**src/hw/rtl/iem_pkg.sv**
```systemverilog
package iem_pkg;

   // request types
   localparam logic [2:0] REQ_EXEC     = 3'd0;
   localparam logic [2:0] REQ_SET_PAIR = 3'd1;
   localparam logic [2:0] REQ_WR_MEM   = 3'd2;
   localparam logic [2:0] REQ_RD_PAIR  = 3'd3;
   localparam logic [2:0] REQ_RD_MEM   = 3'd4;

   // opcode pages
   localparam logic [1:0] PAGE_ED = 2'd0;
   localparam logic [1:0] PAGE_DD = 2'd1;
   localparam logic [1:0] PAGE_FD = 2'd2;

   // register pair indexes
   localparam logic [2:0] PAIR_BC = 3'd0;
   localparam logic [2:0] PAIR_DE = 3'd1;
   localparam logic [2:0] PAIR_HL = 3'd2;
   localparam logic [2:0] PAIR_IX = 3'd3;
   localparam logic [2:0] PAIR_IY = 3'd4;
   localparam logic [2:0] PAIR_SP = 3'd5;
   localparam int         PAIR_COUNT = 6;

   // second opcode bytes
   localparam logic [7:0] OP_LEA_BC_IX  = 8'h02;
   localparam logic [7:0] OP_LEA_DE_IX  = 8'h12;
   localparam logic [7:0] OP_LEA_HL_IX  = 8'h22;
   localparam logic [7:0] OP_LEA_BC_IY  = 8'h03;
   localparam logic [7:0] OP_LEA_DE_IY  = 8'h13;
   localparam logic [7:0] OP_LEA_HL_IY  = 8'h23;
   localparam logic [7:0] OP_LD_BC_MEM  = 8'h07;
   localparam logic [7:0] OP_LD_DE_MEM  = 8'h17;
   localparam logic [7:0] OP_LD_HL_MEM  = 8'h27;
   localparam logic [7:0] OP_ST_BC_MEM  = 8'h0f;
   localparam logic [7:0] OP_ST_DE_MEM  = 8'h1f;
   localparam logic [7:0] OP_ST_HL_MEM  = 8'h2f;
   localparam logic [7:0] OP_LEA_IX_IX  = 8'h32;
   localparam logic [7:0] OP_LEA_IY_IX  = 8'h55;
   localparam logic [7:0] OP_LEA_IX_IY  = 8'h54;
   localparam logic [7:0] OP_LEA_IY_IY  = 8'h33;
   localparam logic [7:0] OP_PEA_IX     = 8'h65;
   localparam logic [7:0] OP_PEA_IY     = 8'h66;
   localparam logic [7:0] OP_LD_SAME    = 8'h37;
   localparam logic [7:0] OP_LD_OTHER   = 8'h31;
   localparam logic [7:0] OP_ST_SAME    = 8'h3f;
   localparam logic [7:0] OP_ST_OTHER   = 8'h3e;

   // tick counts
   localparam logic [2:0] TICKS_LEA   = 3'd3;
   localparam logic [2:0] TICKS_MOVE  = 3'd4;
   localparam logic [2:0] TICKS_LONG  = 3'd5;
   localparam logic [2:0] TICKS_NONE  = 3'd0;

   localparam int MEM_ADDR_BITS_DEF = 16;

   localparam int QUEUE_DEPTH    = 2;
   localparam int QUEUE_PTR_BITS = 1;
   localparam int QUEUE_CNT_BITS = 2;

   typedef enum logic [3:0] {
      K_REFUSE,
      K_LEA,
      K_LOAD,
      K_STORE,
      K_PEA,
      K_SET,
      K_RDPAIR,
      K_MEMWR,
      K_RDMEM
   } iem_kind_type;

   typedef enum logic [2:0] {
      BK_IDLE,
      BK_EXEC,
      BK_LD1,
      BK_LD2,
      BK_ST2,
      BK_RDM,
      BK_FIN
   } iem_bk_state_type;

   typedef struct packed {
      iem_kind_type kind;
      logic [2:0]   base_idx;
      logic         use_d;
      logic [2:0]   src_idx;
      logic [2:0]   dst_idx;
      logic [2:0]   cycles;
      logic [7:0]   disp;
      logic [15:0]  value;
      logic [15:0]  maddr;
   } iem_uop_type;

endpackage

```
**src/hw/rtl/iem_queue.sv**
```systemverilog
module iem_queue
   import iem_pkg::*;
(
   input  logic        clock,
   input  logic        reset,
   input  logic        push_valid,
   input  iem_uop_type push_uop,
   output logic        q_full,
   input  logic        q_pop,
   output logic        q_valid,
   output iem_uop_type q_head
);

   iem_uop_type                entry_ff [0:QUEUE_DEPTH-1];
   logic [QUEUE_PTR_BITS-1:0]  wr_ptr_ff, wr_ptr_in;
   logic [QUEUE_PTR_BITS-1:0]  rd_ptr_ff, rd_ptr_in;
   logic [QUEUE_CNT_BITS-1:0]  count_ff, count_in;
   logic                       do_pop;

   assign q_full  = (count_ff == QUEUE_CNT_BITS'(QUEUE_DEPTH));
   assign q_valid = (count_ff != '0);
   assign q_head  = entry_ff[rd_ptr_ff];
   assign do_pop  = q_pop && q_valid;

   always_comb begin
      wr_ptr_in = push_valid ? wr_ptr_ff + 1'b1 : wr_ptr_ff;
      rd_ptr_in = do_pop ? rd_ptr_ff + 1'b1 : rd_ptr_ff;
      count_in  = count_ff;
      if (push_valid && !do_pop) count_in = count_ff + 1'b1;
      else if (!push_valid && do_pop) count_in = count_ff - 1'b1;
   end

   always_ff @(posedge clock) begin
      if (reset) begin
         wr_ptr_ff <= '0;
         rd_ptr_ff <= '0;
         count_ff  <= '0;
      end else begin
         wr_ptr_ff <= wr_ptr_in;
         rd_ptr_ff <= rd_ptr_in;
         count_ff  <= count_in;
      end
   end

   always_ff @(posedge clock) begin
      if (push_valid) entry_ff[wr_ptr_ff] <= push_uop;
   end

endmodule

```
**config.mk**
```make
export PLATFORM = sky130hd
export DESIGN_NAME = iem_queue
export DESIGN_NICKNAME = d
export VERILOG_FILES = /design/src/hw/rtl/iem_pkg.sv /design/src/hw/rtl/iem_queue.sv
export SDC_FILE = /design/constraint.sdc
export NUM_CORES = 1
export LEC_CHECK = 0
export ABC_CLOCK_PERIOD_IN_PS = 3700
export BUFFER_PORTS_ARGS = -buffer_cell sky130_fd_sc_hd__buf_2
export CAP_MARGIN = 20
export CORE_MARGIN = 8
export CORE_UTILIZATION = 45
export DETAILED_ROUTE_END_ITERATION = 8
export PLACE_DENSITY = 0.8
export SLEW_MARGIN = 20
export SYNTH_ARGS = -nofsm -noshare
export SYNTH_HDL_FRONTEND = slang
export SYNTH_SLANG_ARGS = --single-unit
```
**constraint.sdc**
```tcl
create_clock -name clock -period 3.7 [get_ports clock]
set_input_delay 0.74 -clock clock [delete_from_list [all_inputs] [get_ports clock]]
set_output_delay 0.74 -clock clock [all_outputs]
set_load 0.005 [all_outputs]
```
Yosys cells after proc, flatten, opt, wreduce, memory -nomap -nowiden

Memory sizes are Yosys's and may differ from the RTL's. A register that Yosys moved wholly into a read port is not among the register bits.
Cells that the tools add are included.

Flip-flop bits (word level): 4
Bits in writable memories: 114
Input bits: 61
Output and inout bits: 59
Word-level logic and storage cells: 22
Memories kept: 1

$add $sub $neg: 4
Eq/ne operators: 1
Muxes and demuxes: 6
Reductions and logical operators: 7

Memories:

| memory   | words | bits a word | read ports | clocked after memory_dff | wr ports | line            | source |
|---|---|---|---|---|---|---|---|
| entry_ff | 2     | 57          | 1          | 1                        | 1        | iem_queue.sv:14 | `iem_uop_type entry_ff [0:QUEUE_DEPTH-1];` |

Operators by type and width:

| cell                                              | number |
|---|---|
| 2-to-1 mux 1 bit                                  | 4 |
| 2-to-1 mux 2 bit                                  | 2 |
| nonzero test 2 bit                                | 2 |
| logical AND 1 bit                                 | 3 |
| adder 1 bit (second input constant)               | 2 |
| adder 2 x 1 -> 2 bit (second input constant)      | 1 |
| equality test 2 bit (second input constant)       | 1 |
| logical NOT 1 bit                                 | 2 |
| subtractor 2 x 1 -> 2 bit (second input constant) | 1 |

Logic depth before layout (Yosys ltp)

Word-level depth: 5
Mapped depth: 5
Mapped depth without buffers: 5

Least setup slack after synthesis

No wires, ideal clock.

Path type: input -> register
Start: input port push_valid
End: memory entry_ff[0][0] in the netlist's numbering (enable)
Setup time: 0.479 ns
Arrival time: 3.255 ns
Required time: 3.221 ns
Path slack: -0.034 ns
Stages: 1
Buffers on the path: 0
Path through: nor2b_1

Longest elaborated chain between the ends: 2

Ends and longest elaborated chain:

| item                                   | line            | source |
|---|---|---|
| start, declared                        | iem_queue.sv:6  | `input logic push_valid,` |
| 2-to-1 mux 1 bit                       | iem_queue.sv:46 | `if (push_valid) entry_ff[wr_ptr_ff] <= push_uop;` |
| 2-to-1 mux 1 bit (not written as such) | iem_queue.sv:46 |  |
| end, declared                          | iem_queue.sv:14 |  |

Every way passes these cells.

==> impl_summary.txt <==
----------------------------------------------------
[Routing]
  Detailed-route wire length per cell ... 17.29 microns
  Via count ... 2,216
  Post-detailed-route via-to-cell ratio ... 4.655
  TritonRoute pass-1 iters ... 4
  Number of nets with antenna violations after detailed routing ... 0
  Count of unresolved DRC violations after routing ... 0
  Count of routing violations after the opening detailed-route iteration ... 80
  Final routed wirelength across all metal layers ... 8228 microns

[GRT]
  Largest net degree at the start of global routing ... 32
  Total global-route track usage ... 13.09%
  Number of global-route vias before repair ... 2,583
  Wire length of the first global-routing pass ... 12,900 microns
  Number of antenna violations at the first check in global routing ... 0
  GRT Residual Overflow ... 0

[Layout]
  Number of nets in the layout ... 396
  Share of cells above drive strength 1 ... 61.38%
  Final core area utilization ... 61.70%
  Area Overhead vs Synth ... 32.35%
  Finished Layout Cells ... 476
  Antenna cell count ... 0
  Fill cell instance count of the final layout ... 710

[Logic synthesis]
  Predominant post-synthesis flop cell ... sky130_fd_sc_hd__edfxtp_1
  Number of register bits inferred by synthesis ... 119
  Portion of the post-synthesis area used by sequential elements ... 81.41%
  Leading post-synthesis cells by cell area ... sky130_fd_sc_hd__edfxtp_1 79%, sky130_fd_sc_hd__mux2_2 15%, sky130_fd_sc_hd__dfxtp_1 2.3%, sky130_fd_sc_hd__buf_6 0.78%, sky130_fd_sc_hd__xor2_1 0.61%
  Count of flip-flops with a built-in enable after synthesis ... 114
  Most used standard cells in the synthesized netlist ... 114 x sky130_fd_sc_hd__edfxtp_1, 57 x sky130_fd_sc_hd__mux2_2, 5 x sky130_fd_sc_hd__dfxtp_1, 4 x sky130_fd_sc_hd__nor2_1
  Cell type with the highest aggregate area in the netlist ... sky130_fd_sc_hd__edfxtp_1
  Top-count cell post-synth ... sky130_fd_sc_hd__edfxtp_1
  Mean area per synthesized cell ... 21.75 sq um
  Post-synth top area share ... 79.10%
  Proportion of register bits with asynchronous set or reset after synthesis ... 0%
  Synthesized netlist cell count ... 199
  Cell Area, Synth ... 0.004328 sq mm
  Net count of the mapped netlist ... 261
  Synth Warn # ... 0
  Number of distinct standard cells referenced by the synthesized netlist ... 17

[Clock network]
  Insertion delay of the later-clocked pin in the worst-skew pair ... 0.49 ns
  Number of sinks on the clock net ... 119
  Resize count post-CTS ... 0
  CTS Buf Count ... 17
  TritonCTS clock tree ... done
  Maximum root-to-sink buffer count ... 2
  Clock input transition at the sequential cells of the worst setup and hold paths ... 0.06 ns
  Library cell used as clock root buffer ... sky130_fd_sc_hd__clkbuf_8
  H-tree lvl count ... 4
  Setup fix buffers added after clock tree synthesis ... 0
  Number of hold buffers added after cts ... 0

[STA]
  RSZ-0062 raised after global routing ... no
  Slew @ Worst Pin ... 0.8334 ns
  Final worst clock skew ... 0.005989 ns
  Total Neg Setup Slack ... 0 ns
  Final setup fails ... 0
  Peak Freq ... 354.3 MHz
  Final Max Tran Viols ... 0
  Post-route fraction of the period consumed by the critical path ... 76.27%
  Shortest period the worst path allows ... 2.822 ns
  Hold violation count in the final report ... 0
  Headroom to the max-slew limit ... 44.32%

[Place]
  Placed cell count ... 444
  RD Place Congestion ... 0.6735
  Post-DP HPWL ... 5588 microns
  Quantity of I/O buffers inserted on ports ... 119

[Critical path]
  Highest net fanout along the worst path ... 31
  Cell depth of the worst flop-to-flop path ... 2
  Worst flop-to-flop path startpoint ... wr_ptr_ff
  Kind of launch point of the worst setup path ... register
  Start-to-end type of the worst setup path ... reg2out
  Slack of the worst reg-to-reg path ... 2.03 ns
  Required time at the worst-slack endpoint ... 2.96 ns
  Data arrival time at the worst-slack endpoint ... 2.08 ns
  Nature of the critical path endpoint ... primary output
  R2R Path End ... entry_ff[1][20]

[Pwr]
  Worst IR Drop VDD ... 0.3933 mV
  Static Leak ... 2.177 nW
  Pwr dens ... 707.2 mW/mm^2

[Job]
  Max-Cap Viols ... 0

[Worst hold path]
  Number of cells traversed by the worst hold path ... 1
  Min-delay worst type ... in2reg
  Sink of the worst hold path ... entry_ff[0][28]
  Hold path startpoint ... push_uop[28]

[Run status]
  Status ... finished clean

[Floorplanning]
  Std-Cell Rows ... 35
  Initial standard-cell utilization of the core ... 46.62%
  Top-level port count ... 120
  Die extent in y ... 114.1 microns
  Die area ... 0.01301 sq mm
  Std-Cell Core Area ... 0.009284 sq mm
  Floorplan die width ... 114.1 microns

----------------------------------------------------
registers in the layout, summed over array words and instances, names as in the netlist, named ones only:
name       count
rd_ptr_ff      1
count_ff       2
entry_ff     114
wr_ptr_ff      1
placed cells by master, fill, tap and decap left out, types with 2 or more instances in the layout:
cell                        count
sky130_fd_sc_hd__o21ai_0        2
sky130_fd_sc_hd__clkinv_1       2
sky130_fd_sc_hd__dfxtp_1        4
sky130_fd_sc_hd__edfxtp_1     114
sky130_fd_sc_hd__xor2_1         3
sky130_fd_sc_hd__buf_12         3
sky130_fd_sc_hd__clkinv_4       3
sky130_fd_sc_hd__clkinv_2       3
sky130_fd_sc_hd__nor2_1         4
sky130_fd_sc_hd__clkbuf_16     16
sky130_fd_sc_hd__buf_2        119
sky130_fd_sc_hd__mux2_2        57
sky130_fd_sc_hd__bufinv_16      5
kinds of logic (layout without fill, tap and decap cells):
kind of cell	count (synthesis)	in the layout	share of synthesized area, %
flops	119	119	81.41
mux	57	57	14.83
simple gates	9	9	1.128
buf+inv	6	154	1.185
xor+xnor	4	4	0.8096
compound gates	3	3	0.3468
fa+ha+maj	1	1	0.2891
worst max-delay path, cell delays in order, from the launching register on:
cell and delay [ns]:
sky130_fd_sc_hd__dfxtp_2 0.77, sky130_fd_sc_hd__buf_12 0.29, sky130_fd_sc_hd__mux2_2 0.36, sky130_fd_sc_hd__buf_2 0.14
per-layer routing:
layer | track usage (%) | part of all wire [%]
met5 | 0 | 0
met3 | 6.065 | 7.4
met1 | 13.47 | 40
met2 | 22.36 | 52
met4 | 5.856 | 0.67
power breakdown:
part / leakage, nW / internal, W / switching, W
sequential: 1.11 / 0.00159 / 0.0000809
combinational: 0.761 / 0.000396 / 0.000286
clock: 0.304 / 0.00115 / 0.000546
total: 2.18 / 0.00314 / 0.000913
cell type report:
type                            count  area, sq um  share of cell area (%)
Multi-Input combinational cell     74        762.0                   13.30
Timing Repair Buffer              122        655.6                   11.45
Sequential cell                   119         3525                   61.53
Clock inverter                     14        206.4                   3.604
Clock buffer                       18        417.9                   7.296
Tap cell                          129        161.4                   2.818
per-stage QoR:
step	power (W)	cell area (sq um)	setup slack (ns)	hold slack, ns
2_1_floorplan	0.002102	4330	1.031	0.4661
3_3_place_gp	0.002379	5104	1.367	0.4858
3_5_place_dp	0.002398	5104	1.345	0.4861
4_1_cts	0.004116	5728	0.8074	0.4020
5_1_grt	0.004220	5728	0.7614	0.3966
6_report	0.004051	5728	0.8779	0.4323
worst max path at each step:
stage | cells after the start | endpoint | slack, ns
after floorplan | 1 | entry_ff[0][0] | 1.03
after global placement | 3 | q_head[56] | 1.37
after detailed placement | 3 | q_head[56] | 1.34
after CTS | 3 | q_head[56] | 0.81
after global routing | 3 | q_head[1] | 0.76
final | 3 | q_head[56] | 0.88
No activity file was read; power rests on OpenSTA's default activity.
