**src/hw/rtl/iem_pkg.sv**
```systemverilog
package iem_pkg;

   // request types
   localparam logic [2:0] REQ_EXEC     = 3'd0;
   localparam logic [2:0] REQ_SET_PAIR = 3'd1;
   localparam logic [2:0] REQ_WR_MEM   = 3'd2;
   localparam logic [2:0] REQ_RD_PAIR  = 3'd3;
   localparam logic [2:0] REQ_RD_MEM   = 3'd4;

   // opcode pages
   localparam logic [1:0] PAGE_ED = 2'd0;
   localparam logic [1:0] PAGE_DD = 2'd1;
   localparam logic [1:0] PAGE_FD = 2'd2;

   // register pair indexes
   localparam logic [2:0] PAIR_BC = 3'd0;
   localparam logic [2:0] PAIR_DE = 3'd1;
   localparam logic [2:0] PAIR_HL = 3'd2;
   localparam logic [2:0] PAIR_IX = 3'd3;
   localparam logic [2:0] PAIR_IY = 3'd4;
   localparam logic [2:0] PAIR_SP = 3'd5;
   localparam int         PAIR_COUNT = 6;

   // second opcode bytes
   localparam logic [7:0] OP_LEA_BC_IX  = 8'h02;
   localparam logic [7:0] OP_LEA_DE_IX  = 8'h12;
   localparam logic [7:0] OP_LEA_HL_IX  = 8'h22;
   localparam logic [7:0] OP_LEA_BC_IY  = 8'h03;
   localparam logic [7:0] OP_LEA_DE_IY  = 8'h13;
   localparam logic [7:0] OP_LEA_HL_IY  = 8'h23;
   localparam logic [7:0] OP_LD_BC_MEM  = 8'h07;
   localparam logic [7:0] OP_LD_DE_MEM  = 8'h17;
   localparam logic [7:0] OP_LD_HL_MEM  = 8'h27;
   localparam logic [7:0] OP_ST_BC_MEM  = 8'h0f;
   localparam logic [7:0] OP_ST_DE_MEM  = 8'h1f;
   localparam logic [7:0] OP_ST_HL_MEM  = 8'h2f;
   localparam logic [7:0] OP_LEA_IX_IX  = 8'h32;
   localparam logic [7:0] OP_LEA_IY_IX  = 8'h55;
   localparam logic [7:0] OP_LEA_IX_IY  = 8'h54;
   localparam logic [7:0] OP_LEA_IY_IY  = 8'h33;
   localparam logic [7:0] OP_PEA_IX     = 8'h65;
   localparam logic [7:0] OP_PEA_IY     = 8'h66;
   localparam logic [7:0] OP_LD_SAME    = 8'h37;
   localparam logic [7:0] OP_LD_OTHER   = 8'h31;
   localparam logic [7:0] OP_ST_SAME    = 8'h3f;
   localparam logic [7:0] OP_ST_OTHER   = 8'h3e;

   // tick counts
   localparam logic [2:0] TICKS_LEA   = 3'd3;
   localparam logic [2:0] TICKS_MOVE  = 3'd4;
   localparam logic [2:0] TICKS_LONG  = 3'd5;
   localparam logic [2:0] TICKS_NONE  = 3'd0;

   localparam int MEM_ADDR_BITS_DEF = 16;

   localparam int QUEUE_DEPTH    = 2;
   localparam int QUEUE_PTR_BITS = 1;
   localparam int QUEUE_CNT_BITS = 2;

   typedef enum logic [3:0] {
      K_REFUSE,
      K_LEA,
      K_LOAD,
      K_STORE,
      K_PEA,
      K_SET,
      K_RDPAIR,
      K_MEMWR,
      K_RDMEM
   } iem_kind_type;

   typedef enum logic [2:0] {
      BK_IDLE,
      BK_EXEC,
      BK_LD1,
      BK_LD2,
      BK_ST2,
      BK_RDM,
      BK_FIN
   } iem_bk_state_type;

   typedef struct packed {
      iem_kind_type kind;
      logic [2:0]   base_idx;
      logic         use_d;
      logic [2:0]   src_idx;
      logic [2:0]   dst_idx;
      logic [2:0]   cycles;
      logic [7:0]   disp;
      logic [15:0]  value;
      logic [15:0]  maddr;
   } iem_uop_type;

endpackage

```
**src/hw/rtl/iem_front.sv**
```systemverilog
module iem_front
   import iem_pkg::*;
(
   input  logic              req_valid,
   output logic              req_stall,
   input  logic [2:0]        req_type,
   input  logic [1:0]        req_page,
   input  logic [7:0]        req_opcode,
   input  logic signed [7:0] req_displacement,
   input  logic [2:0]        req_pair_index,
   input  logic [15:0]       req_value_in,
   input  logic [15:0]       req_mem_address,
   input  logic              q_full,
   output logic              push_valid,
   output iem_uop_type       push_uop
);

   logic [2:0] same_idx;
   logic [2:0] other_idx;
   logic [2:0] op_dst;

   assign req_stall  = q_full;
   assign push_valid = req_valid && !q_full;

   assign same_idx  = (req_page == PAGE_FD) ? PAIR_IY : PAIR_IX;
   assign other_idx = (req_page == PAGE_FD) ? PAIR_IX : PAIR_IY;
   assign op_dst    = {1'b0, req_opcode[5:4]};

   always_comb begin
      push_uop          = '0;
      push_uop.kind     = K_REFUSE;
      push_uop.cycles   = TICKS_NONE;
      push_uop.disp     = req_displacement;
      push_uop.value    = req_value_in;
      push_uop.maddr    = req_mem_address;
      push_uop.src_idx  = req_pair_index;
      push_uop.dst_idx  = req_pair_index;
      push_uop.base_idx = PAIR_HL;
      push_uop.use_d    = 1'b0;
      case (req_type)
         REQ_EXEC: begin
            push_uop.dst_idx = op_dst;
            push_uop.src_idx = op_dst;
            if (req_page == PAGE_ED) begin
               case (req_opcode)
                  OP_LEA_BC_IX, OP_LEA_DE_IX, OP_LEA_HL_IX: begin
                     push_uop.kind     = K_LEA;
                     push_uop.base_idx = PAIR_IX;
                     push_uop.use_d    = 1'b1;
                     push_uop.cycles   = TICKS_LEA;
                  end
                  OP_LEA_BC_IY, OP_LEA_DE_IY, OP_LEA_HL_IY: begin
                     push_uop.kind     = K_LEA;
                     push_uop.base_idx = PAIR_IY;
                     push_uop.use_d    = 1'b1;
                     push_uop.cycles   = TICKS_LEA;
                  end
                  OP_LD_BC_MEM, OP_LD_DE_MEM, OP_LD_HL_MEM: begin
                     push_uop.kind   = K_LOAD;
                     push_uop.cycles = TICKS_MOVE;
                  end
                  OP_ST_BC_MEM, OP_ST_DE_MEM, OP_ST_HL_MEM: begin
                     push_uop.kind   = K_STORE;
                     push_uop.cycles = TICKS_MOVE;
                  end
                  OP_LEA_IX_IX, OP_LEA_IY_IX, OP_LEA_IX_IY, OP_LEA_IY_IY: begin
                     push_uop.kind     = K_LEA;
                     push_uop.use_d    = 1'b1;
                     push_uop.cycles   = TICKS_LEA;
                     push_uop.base_idx =
                        (req_opcode == OP_LEA_IX_IX || req_opcode == OP_LEA_IY_IX) ?
                        PAIR_IX : PAIR_IY;
                     push_uop.dst_idx  =
                        (req_opcode == OP_LEA_IX_IX || req_opcode == OP_LEA_IX_IY) ?
                        PAIR_IX : PAIR_IY;
                  end
                  OP_PEA_IX, OP_PEA_IY: begin
                     push_uop.kind     = K_PEA;
                     push_uop.use_d    = 1'b1;
                     push_uop.cycles   = TICKS_LONG;
                     push_uop.src_idx  = PAIR_SP;
                     push_uop.base_idx = (req_opcode == OP_PEA_IX) ? PAIR_IX : PAIR_IY;
                  end
                  OP_LD_SAME, OP_LD_OTHER: begin
                     push_uop.kind    = K_LOAD;
                     push_uop.cycles  = TICKS_MOVE;
                     push_uop.dst_idx = (req_opcode == OP_LD_SAME) ? PAIR_IX : PAIR_IY;
                  end
                  OP_ST_SAME, OP_ST_OTHER: begin
                     push_uop.kind    = K_STORE;
                     push_uop.cycles  = TICKS_MOVE;
                     push_uop.src_idx = (req_opcode == OP_ST_SAME) ? PAIR_IX : PAIR_IY;
                  end
                  default: begin
                     push_uop.kind = K_REFUSE;
                  end
               endcase
            end else if (req_page == PAGE_DD || req_page == PAGE_FD) begin
               push_uop.base_idx = same_idx;
               push_uop.use_d    = 1'b1;
               case (req_opcode)
                  OP_LD_BC_MEM, OP_LD_DE_MEM, OP_LD_HL_MEM: begin
                     push_uop.kind   = K_LOAD;
                     push_uop.cycles = TICKS_MOVE;
                  end
                  OP_ST_BC_MEM, OP_ST_DE_MEM, OP_ST_HL_MEM: begin
                     push_uop.kind   = K_STORE;
                     push_uop.cycles = TICKS_MOVE;
                  end
                  OP_LD_SAME, OP_LD_OTHER: begin
                     push_uop.kind    = K_LOAD;
                     push_uop.cycles  = TICKS_LONG;
                     push_uop.dst_idx = (req_opcode == OP_LD_SAME) ? same_idx : other_idx;
                  end
                  OP_ST_SAME, OP_ST_OTHER: begin
                     push_uop.kind    = K_STORE;
                     push_uop.cycles  = TICKS_LONG;
                     push_uop.src_idx = (req_opcode == OP_ST_SAME) ? same_idx : other_idx;
                  end
                  default: begin
                     push_uop.kind = K_REFUSE;
                  end
               endcase
            end else begin
               push_uop.kind = K_REFUSE;
            end
         end
         REQ_SET_PAIR: begin
            if (req_pair_index <= PAIR_SP) push_uop.kind = K_SET;
         end
         REQ_WR_MEM: begin
            push_uop.kind = K_MEMWR;
         end
         REQ_RD_PAIR: begin
            if (req_pair_index <= PAIR_SP) push_uop.kind = K_RDPAIR;
         end
         REQ_RD_MEM: begin
            push_uop.kind = K_RDMEM;
         end
         default: begin
            push_uop.kind = K_REFUSE;
         end
      endcase
   end

endmodule

```
**config.mk**
```make
export PLATFORM = sky130hd
export DESIGN_NAME = iem_front
export DESIGN_NICKNAME = d
export VERILOG_FILES = /design/src/hw/rtl/iem_pkg.sv /design/src/hw/rtl/iem_front.sv
export SDC_FILE = /design/constraint.sdc
export NUM_CORES = 1
export LEC_CHECK = 0
export BUFFER_PORTS_ARGS = -buffer_cell sky130_fd_sc_hd__clkbuf_2
export CAP_MARGIN = 0
export CORE_ASPECT_RATIO = 0.5
export CORE_MARGIN = 4
export CORE_UTILIZATION = 35
export DETAILED_ROUTE_END_ITERATION = 6
export GPL_TIMING_DRIVEN = 0
export PLACE_DENSITY = 0.84
export SETUP_SLACK_MARGIN = 0.2
export SYNTH_ARGS = -nofsm -noshare
export SYNTH_HDL_FRONTEND = slang
export SYNTH_SLANG_ARGS = --single-unit
```
**constraint.sdc**
```tcl
create_clock -name vclk -period 1.53
set_input_delay 0 -clock vclk [all_inputs]
set_output_delay 0 -clock vclk [all_outputs]
set_load 0.005 [all_outputs]
```
* After elaboration in Yosys (flattened, before gate mapping) *
Cells that the tools add are included.

storage, ports and cells
  register bits = 0
  output and inout port bits = 59
  input bits = 58
  logic and storage cells = 73

cells by class
  reduce and logical (&&, ||, !) cells = 19
  equality and inequality tests = 28
  order comparisons = 1
  mux-type cells = 25

operators by type and width
  kind                number
  $eq 8x6->1 const B  10
  $mux 3              13
  $eq 8x5->1 const B  4
  $eq 8x7->1 const B  4
  $mux 13             2
  $pmux 4 s5          1
  $reduce_or 10->1    2
  $pmux 3 s2          3
  $mux 17             1
  $eq 8x2->1 const B  2
  $pmux 4 s4          1
  $pmux 3 s4          1
  $reduce_or 5->1     2
  $pmux 3 s3          1
  $eq 8x3->1 const B  1
  $eq 8x4->1 const B  1
  $reduce_or 4->1     2
  $eq 3x2->1 const B  2
  $reduce_or 2->1     3
  $reduce_or 3->1     2
  $reduce_or 6->1     1
  $pmux 2 s2          1
  $eq 3x1->1 const B  1
  $eq 3x3->1 const B  1
  other kinds (9)     11

* Depth between registers and ports, before layout *
Gate-level depths: netlist of run 1.

  depth after elaboration = 7
  mapped depth = 7
  depth with buffers taken out = 7

* Least setup slack after synthesis of run 1 *
Ideal clock, no wire load.

  path type = input-to-output
  from = input port req_page[0]
  to = output port push_uop[43] in the netlist's numbering
  slack = 280 ps
  stages on the path = 7
  path buffers = 0
  required time = 1530 ps
  data arrival time = 1250 ps
  path through = inv_1 ha_1 or3_1 a211o_1 nor2b_4 o211ai_2 nand3_1

RTL lines
  element          line             text
  start, declared  iem_front.sv:7   input logic [1:0] req_page,
  end, declared    iem_front.sv:15  output iem_uop_type push_uop

==> results of run 1 <==
## cell type report
class / count / area (sq um) / share of cell area [%]
inverter: 6 / 27.5 / 1.78
buffer: 48 / 355 / 23.0
timing repair buffer: 78 / 417 / 26.9
multi-input combinational: 95 / 701 / 45.3
tap: 37 / 46.3 / 2.99
## metrics by stage
step           hold WS, ns  TNS (ns)
4_1_cts              0.169         0
2_1_floorplan       0.0302         0
3_5_place_dp         0.170   -0.0962
6_report             0.168         0
5_1_grt              0.172         0
3_3_place_gp         0.170   -0.0732
## metal layers
metal	up-vias	share of wire (%)
met4	0	0
met1	598	35
met3	0	13
met2	96	51
met5	-	0
li1	648	-
## placed cells by master (no fill, tap or decap), drive strengths merged, types with 2 or more instances in the layout
cell and n:
a31oi 3, a311o 2, xor2 2, nor2 16
nor2b 4, a21oi 12, o211ai 2, buf 56
ha 4, clkbuf 70, nor3 2, a211oi 2
nand3 7, or3 3, nand2 5, o21ai 7
inv 6
## critical path: cells and delay by family
| family | cells | cell delay, ns |
|---|---|---|
| simple gates | 3 | 0.52 |
| buf+inv | 3 | 0.25 |
| compound gates | 2 | 0.47 |
| fa+ha+maj | 1 | 0.14 |
## cells by family (layout without fill, tap and decap cells)
logic type	after synthesis	after routing	synth area share, %
AO/OA/AOI/OAI	40	40	28.6
multiplexers	1	1	0.998
buffers and inverters	54	132	36.9
XOR/XNOR	3	3	2.62
AND/OR/NAND/NOR	46	46	24.9
adder cells (fa/ha/maj)	5	5	5.99
## power by group through the flow
stage / registers [mW] / clock network (mW) / logic (mW)
global route: 0 / 0 / 0.415
global placement: 0 / 0 / 0.340
detailed placement: 0 / 0 / 0.345
finish: 0 / 0 / 0.381
floorplan: 0 / 0 / 0.210
CTS: 0 / 0 / 0.366
## worst paths after layout
path / cells past startpoint / end / start
max: 9 / push_uop[43] / req_page[0]
min: 2 / push_uop[3] / req_mem_address[3]
## what timing repair did
| action | CTS | global route |
|---|---|---|
| endpoints found under the setup margin | 12 | 15 |
| pin swaps | 5 | 6 |
| buffers inserted | 4 | 0 |
| resized for setup | 10 | 17 |
==> results.txt, run 1 <==
Net Sw Frac: 45.3%
via count: 1342
Tcrit/Tclk final: 90.3%
number of global-route vias before repair: 1170
Hold Crit Class: in -> out
initial antenna violation count: 0
synth top area cells: buf_4 31%, a21oi_1 6.0%, nor2_1 6.0%
Least-Margin Pin Slew: 0.315 ns
Routed WL: 3420 um
Internal: 0.208 mW
Arrival @ worst endpoint: 1.38 ns
top cell type's share of synthesized area: 30.7%
core area: 2670 sq um
syn_area_per_cell: 6.73 sq um
post-synthesis net count: 211
vias per cell: 5.08
crit path max-delay cell type: a211o_1
routed len/inst: 12.9 um
placed inst area: 1420 sq um
post-DP HPWL: 2830 um
Fillers: 262
Netlist cell types: 47
DP Cell Count: 260
Cells after Synth: 149
clock share of power: 0%
Cell Area, Synth: 1000 sq um
Final Hold Fails: 0
fin cells: 264
Final min period: 1.38 ns
Residual DRC: 0
post-route antenna net violation count: 0
PD cells: 246 nW/um^2
status: completed
Pre-antenna DRT Iters: 4
grt total ovfl: 0
Leak: 0.816 nW
largest net degree at the start of global routing: 11
cells along the critical path: buf_8, inv_6, ha_4, or3_1, a211o_1, nor2b_4, o211ai_2, nand3_1, buf_2
fmax: 724 MHz
share of layout cells above drive strength 1: 63.0%
Worst Setup End Kind: primary output
most frequent cell after synthesis: buf_4
worst-path fanout max: 3
Switch Pwr: 0.172 mW
sequential share of power: 0%
Post-CTS Hold Buffers: 0
global-route wire length before repair: 4840 um
Max IR drop VDD: 0.000128 V
Total GRT Usage: 14.6%
Syn. warnings: 0
chip height: 45.9 um
PortBufs: 74
largest stage delay on the critical path: 0.34 ns
Site Rows: 13
Synth area leader: buf_4
clock buf count: 0
final setup vio count: 0
CP Launch Type: primary input
Final WS setup: 0.148 ns
Global Route met2 Usage: 29.7%
part of the power in combinational logic: 100.0%
most frequent cells after synthesis: 41 x buf_4, 16 x nor2_1, 12 x a21oi_1
grt met1 use: 16.8%
GRT busiest layer: met2
RSZ-0062 raised after global routing: true
CP Class: in -> out
Initial DRC Count: 53
sequential cell count: 0
met3 usage: 3.43%
Slew headroom: 79.0%
Critical Path RT: 1.53 ns
number of max-cap violations: 0
post-synthesis sequential area ratio: 0%
dpl ws: -0.0540 ns
final instance area: 1550 sq um
final core occ: 58.0%
nets: 291
initial core utilization: 37.6%
Area Overhead vs Synth: 54.1%
Total Power: 0.381 mW
Slew Viols, Final: 0
Routability Congestion: 0.961
Die Wd: 83.7 um
IO Count: 117
n_diodes: 0
Reg area: 0 sq um
die area: 3840 sq um
Power figures use the tool's default switching activity.
==> run 2, diff against run 1 <==
Settings changed: ABC_AREA set to 1, CORE_UTILIZATION 35 to 37, PLACE_DENSITY 0.84 to 0.83.
==> results.txt, run 2 <==
Die Wd: 84.4 um (+0.85%)
post-route setup TNS: 0 ns (unchanged)
nets: 349 (+20%)
DP Cell Count: 322 (+24%)
syn_area_per_cell: 5.20 sq um (-23%)
Slew Viols, Final: 0 (unchanged)
status: completed
global-route wire length before repair: 4760 um (-1.6%)
Hold Crit Class: in -> out
synth top area cells: buf_4 29%, nand2_1 21%, nor2_1 10%
PortBufs: 77 (+4.1%)
placed inst area: 1510 sq um (+6.5%)
initial core utilization: 40.3% (+2.7 points)
via count: 1437 (+7.1%)
Syn. warnings: 0 (unchanged)
Critical Path RT: 1.53 ns (about the same)
Setup Buffers After CTS: 0 (-4)
top sig layer: met3
Worst path most repeated cell: nor2_1
met1 WL: 1200 um (-1.5%)
fmax: 869 MHz (+20%)
Total Power: 0.328 mW (-14%)
Routed WL: 3160 um (-7.5%)
Least-Margin Pin Slew: 0.342 ns (+0.0268 ns)
Cells after Synth: 208 (+40%)
Leak: 1.02 nW (+25%)
CP Launch Type: primary input
Total GRT Usage: 14.2% (-0.39 points)
PD cells: 215 nW/um^2 (-13%)
number of global-route vias before repair: 1257 (+7.4%)
worst-path fanout max: 3 (unchanged)
Max IR drop VDD: 0.000106 V (-17%)
metal3 WL: 384 um (-15%)
number of max-cap violations: 0 (unchanged)
Routability Congestion: 0.859 (-11%)
core area: 2680 sq um (+0.61%)
post-synthesis net count: 270 (+28%)
Residual DRC: 0 (unchanged)
CP Class: in -> out
most frequent cells in the layout: 77 x clkbuf_2, 61 x nand2_1, 42 x buf_4, 29 x nor2_1, 24 x inv_1
n_diodes: 0 (unchanged)
cells along the critical path: clkbuf_2, nor2_1, nand2_1, nor2_1, nor2_1, nand2_2, o21ai_1, nor2_1, clkbuf_2
Arrival @ worst endpoint: 1.15 ns (-0.23 ns)
Initial DRC Count: 50 (-5.7%)
Reg area: 0 sq um (unchanged)
share of layout cells above drive strength 1: 48.1% (-15 points)
Slew headroom: 77.1% (-1.9 points)
initial antenna violation count: 0 (unchanged)
Tcrit/Tclk final: 75.3% (-15 points)
die area: 3900 sq um (+1.6%)
Netlist cell types: 21 (-55%)
Pre-antenna DRT Iters: 4 (unchanged)
vias per cell: 4.46 (-12%)
area occupied by multi-input gates: 676 sq um (-3.6%)
grt total ovfl: 0 (unchanged)
most frequent cell after synthesis: nand2_1
post-DP HPWL: 2910 um (+2.8%)
sequential cell count: 0 (unchanged)
largest net degree at the start of global routing: 11 (unchanged)
final instance area: 1520 sq um (-1.5%)
most frequent cells after synthesis: 61 x nand2_1, 42 x buf_4, 30 x nor2_1
Cell Area, Synth: 1080 sq um (+7.7%)
routed len/inst: 9.82 um (-24%)
CP delay by family, top: simple AND/OR/NAND/NOR gates
clock buf count: 0 (unchanged)
post-synthesis sequential area ratio: 0% (unchanged)
Site Rows: 13 (unchanged)
Area Overhead vs Synth: 40.9%
Fillers: 281 (+7.3%)
commonest non-fill, non-tap cell in the layout: clkbuf_2
post-route antenna net violation count: 0 (unchanged)
IO Count: 117 (unchanged)
final setup vio count: 0 (unchanged)
RSZ-0062 raised after global routing: false
CP bufs+invs: 2 (-1)
top cell type's share of synthesized area: 29.2% (-1.5 points)
largest stage delay on the critical path: 0.24 ns (-0.10 ns)
chip height: 46.2 um (+0.78%)
Final Hold Fails: 0 (unchanged)
crit path max-delay cell type: nor2_1
Synth area leader: buf_4
routed wl met2: 1580 um (-9.7%)
Final min period: 1.15 ns (-0.231 ns)
Post-CTS Hold Buffers: 0 (unchanged)
fin cells: 322 (+22%)
Worst Setup End Kind: primary output
==> run 2: what timing repair did <==
action / CTS / global route
pin swaps: 0 / 0
gates resized for setup: 3 / 1
endpoints found under the setup margin: 4 / 2
cloned: 0 / 0
==> run 2: power by group <==
group | internal, mW | switching [mW]
sequential | 0 | 0
combinational | 0.174 | 0.154
clock | 0 | 0
==> run 2: layer usage <==
layer,track usage [%],vias up
li1,-,754
met1,16.5,606
met2,30.6,77
met3,1.61,0
met4,0,0
met5,0,-
==> run 2: kinds of logic (layout without fill, tap and decap cells) <==
group | after synthesis | after routing | share of synthesized area, %
AND/OR/NAND/NOR | 120 | 120 | 49.4
buffers and inverters | 68 | 145 | 38.2
AO/OA/AOI/OAI | 16 | 16 | 7.75
adder cells (fa/ha/maj) | 4 | 4 | 4.63
==> run 2: final timing paths <==
kind | start | end | slack, ns | cells after the start
min | req_value_in[13] | push_uop[29] | 0.17 | 2
max | req_opcode[7] | push_uop[49] | 0.38 | 9
==> run 2: final cells by class <==
type / count / share of cell area, %
multi-input cells: 140 / 44.4
repair buffers: 77 / 25.3
well taps: 37 / 3.04
inverters: 26 / 6.57
plain buffers: 42 / 20.7
==> run 2: metrics by stage <==
step                      utilization (%)  hold slack (ns)  setup slack (ns)
after global routing                 56.7            0.173             0.213
after floorplan                         -           0.0311             0.478
after CTS                            56.7            0.170             0.323
after global placement               56.4            0.171             0.100
final                                56.7            0.169             0.379
after detailed placement             56.4            0.170            0.0692
